$ cat config.mk
export PLATFORM = sky130hd
export DESIGN_NAME = jacobi_and_modular_inverse_unit
export DESIGN_NICKNAME = d
export VERILOG_FILES = /design/src/rtl/jmi_pkg.sv /design/src/rtl/jacobi_and_modular_inverse_unit.sv
export VERILOG_INCLUDE_DIRS = /design/src /design/src/rtl
export SDC_FILE = /design/constraint.sdc
export NUM_CORES = 1
export LEC_CHECK = 0
export ABC_AREA = 0
export BUFFER_PORTS_ARGS = -buffer_cell sky130_fd_sc_hd__buf_2
export CAP_MARGIN = 20
export CORE_MARGIN = 10
export CORE_UTILIZATION = 30
export CTS_BUF_LIST = sky130_fd_sc_hd__clkbuf_8
export DETAILED_ROUTE_END_ITERATION = 10
export GPL_TIMING_DRIVEN = 1
export PLACE_DENSITY_LB_ADDON = 0.25
export SYNTH_ARGS = -nofsm -noshare
export SYNTH_HDL_FRONTEND = slang
export SYNTH_SLANG_ARGS = --single-unit
$ cat constraint.sdc
create_clock -name clk -period 11.06 [get_ports clk]
set_input_delay 0.553 -clock clk [delete_from_list [all_inputs] [get_ports clk]]
set_output_delay 0.553 -clock clk [all_outputs]
set_load 0.05 [all_outputs]
$ cat src/rtl/jacobi_and_modular_inverse_unit_macros.svh
// assertion macros for the jacobi symbol and modular inverse unit
`ifndef JACOBI_AND_MODULAR_INVERSE_UNIT_MACROS_SVH
`define JACOBI_AND_MODULAR_INVERSE_UNIT_MACROS_SVH

// condition implies consequence in the same cycle
`define JMI_ASSERT_NOW(lbl, ante, cons, msg) \
	lbl: assert property (@(posedge clk) disable iff (!arst_n) (ante) |-> (cons)) \
		else $error(msg);

// condition implies consequence in the next cycle
`define JMI_ASSERT_NEXT(lbl, ante, cons, msg) \
	lbl: assert property (@(posedge clk) disable iff (!arst_n) (ante) |=> (cons)) \
		else $error(msg);

`endif

$ cat src/rtl/jmi_pkg.sv
// shared types and constants for the jacobi symbol and modular inverse unit
`default_nettype none

package jmi_pkg;

	localparam int WIDTH = 32;
	localparam int CNT_W = $clog2(WIDTH);

	// opcodes
	localparam logic OP_JACOBI  = 1'b0;
	localparam logic OP_INVERSE = 1'b1;

	// status codes
	localparam logic [1:0] STATUS_OK       = 2'd0;
	localparam logic [1:0] STATUS_ZERO_MOD = 2'd1;
	localparam logic [1:0] STATUS_EVEN_MOD = 2'd2;
	localparam logic [1:0] STATUS_NO_INV   = 2'd3;

	// jacobi symbol codes, two's complement
	localparam logic signed [1:0] SYM_ZERO = 2'sb00;
	localparam logic signed [1:0] SYM_POS  = 2'sb01;
	localparam logic signed [1:0] SYM_NEG  = 2'sb11;

	// sequencer states
	typedef enum logic [2:0] {
		S_IDLE,
		S_RED,
		S_RED_FIX,
		S_J_LOOP,
		S_J_DIV,
		S_I_LOOP,
		S_I_DIV,
		S_I_UPD
	} state_t;

endpackage

`default_nettype wire

$ cat src/rtl/jacobi_and_modular_inverse_unit.sv
// Jacobi symbol / modular inverse unit with one shared bit-serial divider.
// Zero modulus, or even modulus for Jacobi: result strobed in the cycle after start. Otherwise
// the divider reduces the value, then Jacobi strips each factor of two in its own step or swaps
// and takes a remainder; inverse divides, then updates coefficients; strobe follows the loop.
// Busy holds off start for the whole transaction, one at a time; the receiver cannot stall.
// Reset clears the sequencer and the done strobe.
`default_nettype none

`include "jacobi_and_modular_inverse_unit_macros.svh"

module jacobi_and_modular_inverse_unit
	import jmi_pkg::*;
(
	input  wire logic                    clk,
	input  wire logic                    arst_n,
	input  wire logic                    start,
	output logic                         busy,
	input  wire logic                    opcode,
	input  wire logic signed [WIDTH-1:0] value,
	input  wire logic        [WIDTH-1:0] modulus,
	output logic                         done,
	output logic signed [1:0]            symbol,
	output logic        [WIDTH-1:0]      inverse,
	output logic        [1:0]            status
);

	state_t state_q, state_d;

	logic             opcode_q;
	logic             neg_q;
	logic [WIDTH-1:0] m_q;
	logic [WIDTH-1:0] r0_q, r1_q;
	logic [WIDTH-1:0] c0_q, c1_q;
	logic             n0_q, n1_q;
	logic             sgn_q;
	logic [WIDTH-1:0] dsr_q, dvd_q, rem_q, prod_q;
	logic [CNT_W-1:0] cnt_q;

	logic                    done_q;
	logic signed [1:0]       symbol_q;
	logic        [WIDTH-1:0] inverse_q;
	logic        [1:0]       status_q;

	// finishing transaction from the sequencer
	logic                    fin;
	logic signed [1:0]       fin_sym;
	logic        [WIDTH-1:0] fin_inv;
	logic        [1:0]       fin_st;

	// shared restoring divider step, plus shift-add of quotient times c1
	logic [WIDTH:0]   shifted, diff;
	logic             qbit;
	logic [WIDTH-1:0] rem_nxt, dvd_nxt, prod_nxt;
	logic             div_last;

	assign shifted  = {rem_q, dvd_q[WIDTH-1]};
	assign diff     = shifted - {1'b0, dsr_q};
	assign qbit     = ~diff[WIDTH];
	assign rem_nxt  = qbit ? diff[WIDTH-1:0] : shifted[WIDTH-1:0];
	assign dvd_nxt  = {dvd_q[WIDTH-2:0], qbit};
	assign prod_nxt = {prod_q[WIDTH-2:0], 1'b0} + (qbit ? c1_q : '0);
	assign div_last = (cnt_q == CNT_W'(WIDTH - 1));

	// magnitude of the signed operand
	logic [WIDTH-1:0] mag;
	assign mag = value[WIDTH-1] ? (~value + 1'b1) : value;

	// true residue from the remainder of the magnitude
	logic [WIDTH-1:0] red_val;
	assign red_val = (neg_q && (rem_q != '0)) ? (m_q - rem_q) : rem_q;

	// jacobi sign flips
	logic flip_two, flip_recip;
	assign flip_two   = (r0_q[2:0] == 3'd3) || (r0_q[2:0] == 3'd5);
	assign flip_recip = (r0_q[1:0] == 2'd3) && (r1_q[1:0] == 2'd3);

	// coefficient normalized into 0..m-1 with its sign applied
	logic [WIDTH-1:0] c_mod, inv_val;
	assign c_mod   = (c0_q == m_q) ? '0 : c0_q;
	assign inv_val = (n0_q && (c_mod != '0)) ? (m_q - c_mod) : c_mod;

	// state register
	always_ff @(posedge clk or negedge arst_n) begin
		if (!arst_n) begin
			state_q <= S_IDLE;
		end else begin
			state_q <= state_d;
		end
	end

	// next state and finishing results
	always_comb begin
		state_d = state_q;
		fin     = 1'b0;
		fin_sym = SYM_ZERO;
		fin_inv = '0;
		fin_st  = STATUS_OK;
		case (state_q)
			S_IDLE: begin
				if (start) begin
					if (modulus == '0) begin
						fin    = 1'b1;
						fin_st = STATUS_ZERO_MOD;
					end else if ((opcode == OP_JACOBI) && !modulus[0]) begin
						fin    = 1'b1;
						fin_st = STATUS_EVEN_MOD;
					end else begin
						state_d = S_RED;
					end
				end
			end
			S_RED: begin
				if (div_last) begin
					state_d = S_RED_FIX;
				end
			end
			S_RED_FIX: begin
				state_d = S_I_LOOP;
				if (opcode_q == OP_JACOBI) begin
					state_d = S_J_LOOP;
				end
			end
			S_J_LOOP: begin
				if (r1_q == '0) begin
					fin     = 1'b1;
					state_d = S_IDLE;
					if (r0_q == WIDTH'(1)) begin
						fin_sym = sgn_q ? SYM_NEG : SYM_POS;
					end
				end else if (r1_q[0]) begin
					state_d = S_J_DIV;
				end
			end
			S_J_DIV: begin
				if (div_last) begin
					state_d = S_J_LOOP;
				end
			end
			S_I_LOOP: begin
				if (r1_q == '0) begin
					fin     = 1'b1;
					state_d = S_IDLE;
					if (r0_q == WIDTH'(1)) begin
						fin_inv = inv_val;
					end else begin
						fin_st = STATUS_NO_INV;
					end
				end else begin
					state_d = S_I_DIV;
				end
			end
			S_I_DIV: begin
				if (div_last) begin
					state_d = S_I_UPD;
				end
			end
			S_I_UPD: begin
				state_d = S_I_LOOP;
			end
			default: begin
				state_d = S_IDLE;
			end
		endcase
	end

	// datapath registers
	always_ff @(posedge clk) begin
		case (state_q)
			S_IDLE: begin
				if (start) begin
					opcode_q <= opcode;
					neg_q    <= value[WIDTH-1];
					m_q      <= modulus;
					dsr_q    <= modulus;
					dvd_q    <= mag;
					rem_q    <= '0;
					cnt_q    <= '0;
				end
			end
			S_RED: begin
				rem_q <= rem_nxt;
				dvd_q <= dvd_nxt;
				cnt_q <= cnt_q + 1'b1;
			end
			S_RED_FIX: begin
				r0_q  <= m_q;
				r1_q  <= red_val;
				c0_q  <= '0;
				c1_q  <= WIDTH'(1);
				n0_q  <= 1'b0;
				n1_q  <= 1'b0;
				sgn_q <= 1'b0;
			end
			S_J_LOOP: begin
				if (r1_q != '0) begin
					if (!r1_q[0]) begin
						// remove one factor of two
						r1_q <= r1_q >> 1;
						if (flip_two) begin
							sgn_q <= ~sgn_q;
						end
					end else begin
						// swap and start the remainder
						r0_q  <= r1_q;
						dsr_q <= r1_q;
						dvd_q <= r0_q;
						rem_q <= '0;
						cnt_q <= '0;
						if (flip_recip) begin
							sgn_q <= ~sgn_q;
						end
					end
				end
			end
			S_J_DIV: begin
				rem_q <= rem_nxt;
				dvd_q <= dvd_nxt;
				cnt_q <= cnt_q + 1'b1;
				if (div_last) begin
					r1_q <= rem_nxt;
				end
			end
			S_I_LOOP: begin
				if (r1_q != '0) begin
					dsr_q  <= r1_q;
					dvd_q  <= r0_q;
					rem_q  <= '0;
					cnt_q  <= '0;
					prod_q <= '0;
				end
			end
			S_I_DIV: begin
				rem_q  <= rem_nxt;
				dvd_q  <= dvd_nxt;
				prod_q <= prod_nxt;
				cnt_q  <= cnt_q + 1'b1;
				if (div_last) begin
					r0_q <= r1_q;
					r1_q <= rem_nxt;
				end
			end
			S_I_UPD: begin
				// coefficient signs alternate, so magnitudes add
				c0_q <= c1_q;
				n0_q <= n1_q;
				c1_q <= c0_q + prod_q;
				n1_q <= ~n1_q;
			end
			default: begin
				cnt_q <= '0;
			end
		endcase
	end

	// result strobe
	always_ff @(posedge clk or negedge arst_n) begin
		if (!arst_n) begin
			done_q <= 1'b0;
		end else begin
			done_q <= fin;
		end
	end

	// result payload
	always_ff @(posedge clk) begin
		if (fin) begin
			symbol_q  <= fin_sym;
			inverse_q <= fin_inv;
			status_q  <= fin_st;
		end
	end

	assign busy    = (state_q != S_IDLE);
	assign done    = done_q;
	assign symbol  = symbol_q;
	assign inverse = inverse_q;
	assign status  = status_q;

	// checks
	`JMI_ASSERT_NOW(a_no_done_while_busy, busy, !done,
		"result strobed while the sequencer is still running")
	`JMI_ASSERT_NEXT(a_start_progress, start && !busy, busy || done,
		"accepted transaction neither started nor finished")
	`JMI_ASSERT_NOW(a_error_fields_zero, done && (status != STATUS_OK),
		(symbol == SYM_ZERO) && (inverse == '0),
		"error result carries nonzero fields")
	`JMI_ASSERT_NOW(a_one_field_used, done && (symbol != SYM_ZERO), inverse == '0,
		"jacobi result carries an inverse")

endmodule

`default_nettype wire

==> results <==
- The total number of placement rows is between 100 and 150.
- The detail route stage leaves a number of antenna-violating nets equal to 0.
- The number of global-route vias before repair is 19.52k.
- The total met2 wirelength after detailed routing is 35.60 mm.
- The die is ~300 um tall.
- Entering global routing, the biggest net connects 70 pins.
- The clock tree root driver cell is clkbuf_8.
- The most used flip-flop cell after synthesis is edfxtp_1.
- The time the worst path needs with I/O delays and setup is 6244 ps.
- The max-cap violation count is 0.
- After detailed routing, the met3 layer carries ~5.6 mm of wire.
- Dividing the detail-routed wire length by the instance count gives around 22 um.
- The count of flip-flops with a built-in enable after synthesis is about 330.
- In the post-synthesis netlist, the biggest area contributors are edfxtp_1 (42%), ha_1 (8.4%), nand2_1 (4.7%).
- Measured in cells, the most critical reg-to-reg path has a length of 24.
- Of all nets on the critical path, the largest fanout is 32.
- During synthesis, Yosys emitted a total of 0 warnings.
- The data required time at the worst endpoint is roughly 12000 ps.
- IR analysis of the VDD net gives a maximum drop of roughly 0.00019 V.
- The core footprint is roughly 0.078 mm2.
- 106 I/O pins were placed.
- The clock slew at the register clock pins of the worst setup and hold paths is around 60 ps.
- After synthesis, the largest area contributor takes up a little over two fifths of total cell area.
- The total overflow left after global routing is 0.
- The path type of the worst setup path is register to register.
- The cell count after synthesis came out at ~2.5k.
- The static leakage is about 11 nW.
- The non-filler instance count after layout is 3668.
- The starting DRC count in detailed routing is 1616.
- For this block, the routed nets add up to just over 80 mm of wire.
- The H-tree was split into 2 levels.
- The number of antenna violations at the first check in global routing is 10.
- After detailed routing, the number of remaining DRC violations is 0.
- The post-route clock period utilization is a little under three fifths.
- The first TritonRoute pass finished after 6 iterations.
- The number of nets in the synthesized netlist is around 2.7k.
- The flow ran to the end, and the final reports show no timing, DRC or antenna violations.
- The path class of the lowest-slack min-delay path is input port to register.
- The wire length of the first global-routing pass is 122.7 mm.
- After detailed routing, the wire length on met1 is 37.16 mm.
- The post-route setup TNS is 0 ps.
- The post-detailed-placement half-perimeter wirelength is between 60 and 70 mm.
- The average size of a mapped cell is 9.595 um2.
- After detailed routing, no signal wire sits above met5.
- The total power divided by cell area is 364.1 mW/mm2.
- Global routing consumed, over all layers together, 17.45% of the routing resources.
- The horizontal die dimension is 300.9 um.
- TritonCTS built the clock tree.
- The longest clock path from root to sink contains 3 buffers.
- The net count of the finished layout is 2808.
- For this design, the sink count on the clock tree is roughly 340.
- The final-report max-slew violation count is 0.
- The insertion delay to the later sink of the worst-skew pair is approximately 700 ps.
- In this run the post-CTS setup repair buffer count came out at 0.
- Setup violations remaining at the end of the flow were counted as 0.
- The initial utilization of the core area, before any placement, comes to a little under a third.
- Input and output buffers added on the ports amount to about 110.
- The total via count in the routed design is roughly 20k.
- The nature of the critical path endpoint is a register.
- In this run the most critical hold path is launched from modulus[9].
- The fraction of layout instances using a drive strength above 1 is about 11%.
- Setup repair after global routing left no endpoint under its margin.
- The most critical setup path has its startpoint at dvd_q[31].
- Data arrives at the worst endpoint at roughly 6700 ps.
- The highest achievable clock rate is between 150 and 200 MHz.
- The async set-reset flop share out of synthesis is under 10%.
- The endpoint of the most critical register-to-register path is prod_q[28].
- The share of the Yosys chip area taken by registers is between 40% and 50%.
- The path with the worst hold slack has its endpoint at m_q[9].
- The maximum clock skew at final layout is about 56 ps.
- After synthesis the netlist holds a flip-flop and latch count of about 340.
- The slew at the pin closest to its max-slew limit is between 1000 and 1500 ps.
- Synthesis instantiated 86 different standard cells from the library.
- edfxtp_1 takes more of the synthesized area than any other cell.
- The worst-case headroom to the max-slew limit is approximately 25%.
- The worst hold path stage count is 1.
- The congestion estimate from routability-driven global placement came to 0.9090.
- The total instance count after detailed placement is ~3.6k.
- The critical path launch point type is a register.
- The die outline area is between 0.09 and 0.1 mm2.
- The number of buffers inserted during clock tree synthesis is roughly 60.
- The via density per instance is roughly 5.4.
- The number of endpoints with negative hold slack in the final report is 0.
- From synthesis to final layout, the design area changed by 12.56%.
- The worst register-to-register path begins at dvd_q[31].
- In this run, post-CTS repair resized a total of 0 instances.
- The register-to-register path setup slack is 4820 ps.
- The combined area of all synthesized cells is roughly 0.024 mm2.
## Yosys cell counts, types with 25 or more instances
library cell,n
o21ai_0,111
a211oi_1,26
edfxtp_1,334
a21oi_1,176
mux2i_1,35
and2_1,85
nor4_1,45
inv_1,114
nand3_1,32
xor2_1,81
nand2b_1,25
nor3_1,31
a21o_1,75
xnor2_1,109
mux2_2,37
nor2b_1,25
nand2_1,295
ha_1,158
nand4_1,32
nor2_1,228
o21ai_1,40
clkbuf_1,74
## metal layers
layer	up-vias	GRT usage [%]
li1	9314	-
met1	9589	23.74
met2	682	27.11
met3	153	3.054
met4	6	6.979
met5	-	0
## through the flow
stage                     worst slack (ps)  hold slack (ps)  area (um2)  power [mW]  util, %
final                                 4816            75.88       26640       9.700    34.22
after global routing                  4380            70.10       26640       10.42    34.21
after CTS                             4830            33.97       26610       9.642    34.19
after detailed placement              4830            374.1       25490       8.452    32.75
after global placement                4834            375.3       25490       8.386    32.75
after floorplan                       2006            257.4       23670       6.840        -
## how the worst max path moves through the flow
stage,end,slack (ps),cells after the start
2_1_floorplan,cnt_q[0],2010,6
3_3_place_gp,prod_q[28],4830,24
3_5_place_dp,prod_q[30],4830,24
4_1_cts,prod_q[30],4830,24
5_1_grt,prod_q[28],4380,24
6_report,prod_q[28],4820,24
## final cells by class
cell class / instances / area [um2]
Antenna cell: 4 / 10.01
Clock buffer: 61 / 839.6
Clock inverter: 49 / 270.3
Fill cell: 7949 / 51210
Inverter: 115 / 431.7
Multi-Input combinational cell: 1924 / 12880
Sequential cell: 338 / 10130
Tap cell: 1040 / 1301
Timing Repair Buffer: 137 / 780.7
## cells in the final DEF (no fill, tap or decap), drive strengths merged, types with 35 or more instances in the layout
cell and n:
xnor2 109, nor4 47, a21oi 176, mux2i 35, o21ai 152, buf 136, nor2 228, edfxtp 334
xor2 81, clkbuf 61, inv 132, nand2 296, mux2 37, a21o 75, ha 158, and2 85
## worst max-delay path, stage by stage (launching register included)
cell and delay (ps):
edfxtp_1 380, inv_1 70, ha_1 150, inv_1 50
fa_1 410, a211oi_1 380, o21bai_2 130, a21bo_2 240
a41oi_2 350, o21ai_2 210, a2111o_1 450, nand3_4 250
and2_1 220, ha_1 250, a211oi_1 250, nor2_1 110
o31ai_1 380, a21oi_1 200, a21bo_2 290, a21oi_1 250
o21ai_1 160, a211oi_1 370, o21a_1 220, xnor2_1 70
and2_1 150
## flip-flops by register name (all words and copies together), names as in the netlist
register and cells:
r0_q 32, opcode_q 1, c0_q 32, symbol 2, inverse 32, rem_q 32
n1_q 1, state_q 3, prod_q 32, n0_q 1, c1_q 32, cnt_q 5
status 2, neg_q 1, dsr_q 32, sgn_q 1, done 1, m_q 32
r1_q 32, dvd_q 32
## logic make-up after synthesis
| kind of cell | share of synthesized area [%] |
|---|---|
| AOI/OAI and AO/OA | 18.09 |
| xor gates and xnor gates | 7.030 |
| buffers and inverters | 3.298 |
| DFF | 42.80 |
| muxes | 3.240 |
| adders and majority gates | 8.775 |
| and+or+nand+nor | 16.77 |
## repair_timing
| item | 4_1_cts | 5_1_grt |
|---|---|---|
| hold buffers | 1 | 0 |
| hold endpoints to repair | 4 | 0 |
| setup endpoints to repair | 0 | 0 |
## where the power goes
| group | leakage [nW] | total, mW | switching [mW] | internal [mW] |
|---|---|---|---|---|
| Combinational | 6.80 | 5.71 | 3.52 | 2.19 |
| Clock | 0.633 | 1.13 | 0.573 | 0.561 |
| Sequential | 3.35 | 2.86 | 0.583 | 2.27 |
| Total | 10.8 | 9.70 | 4.68 | 5.02 |
Note: power is estimated with default switching activity, not from simulation.
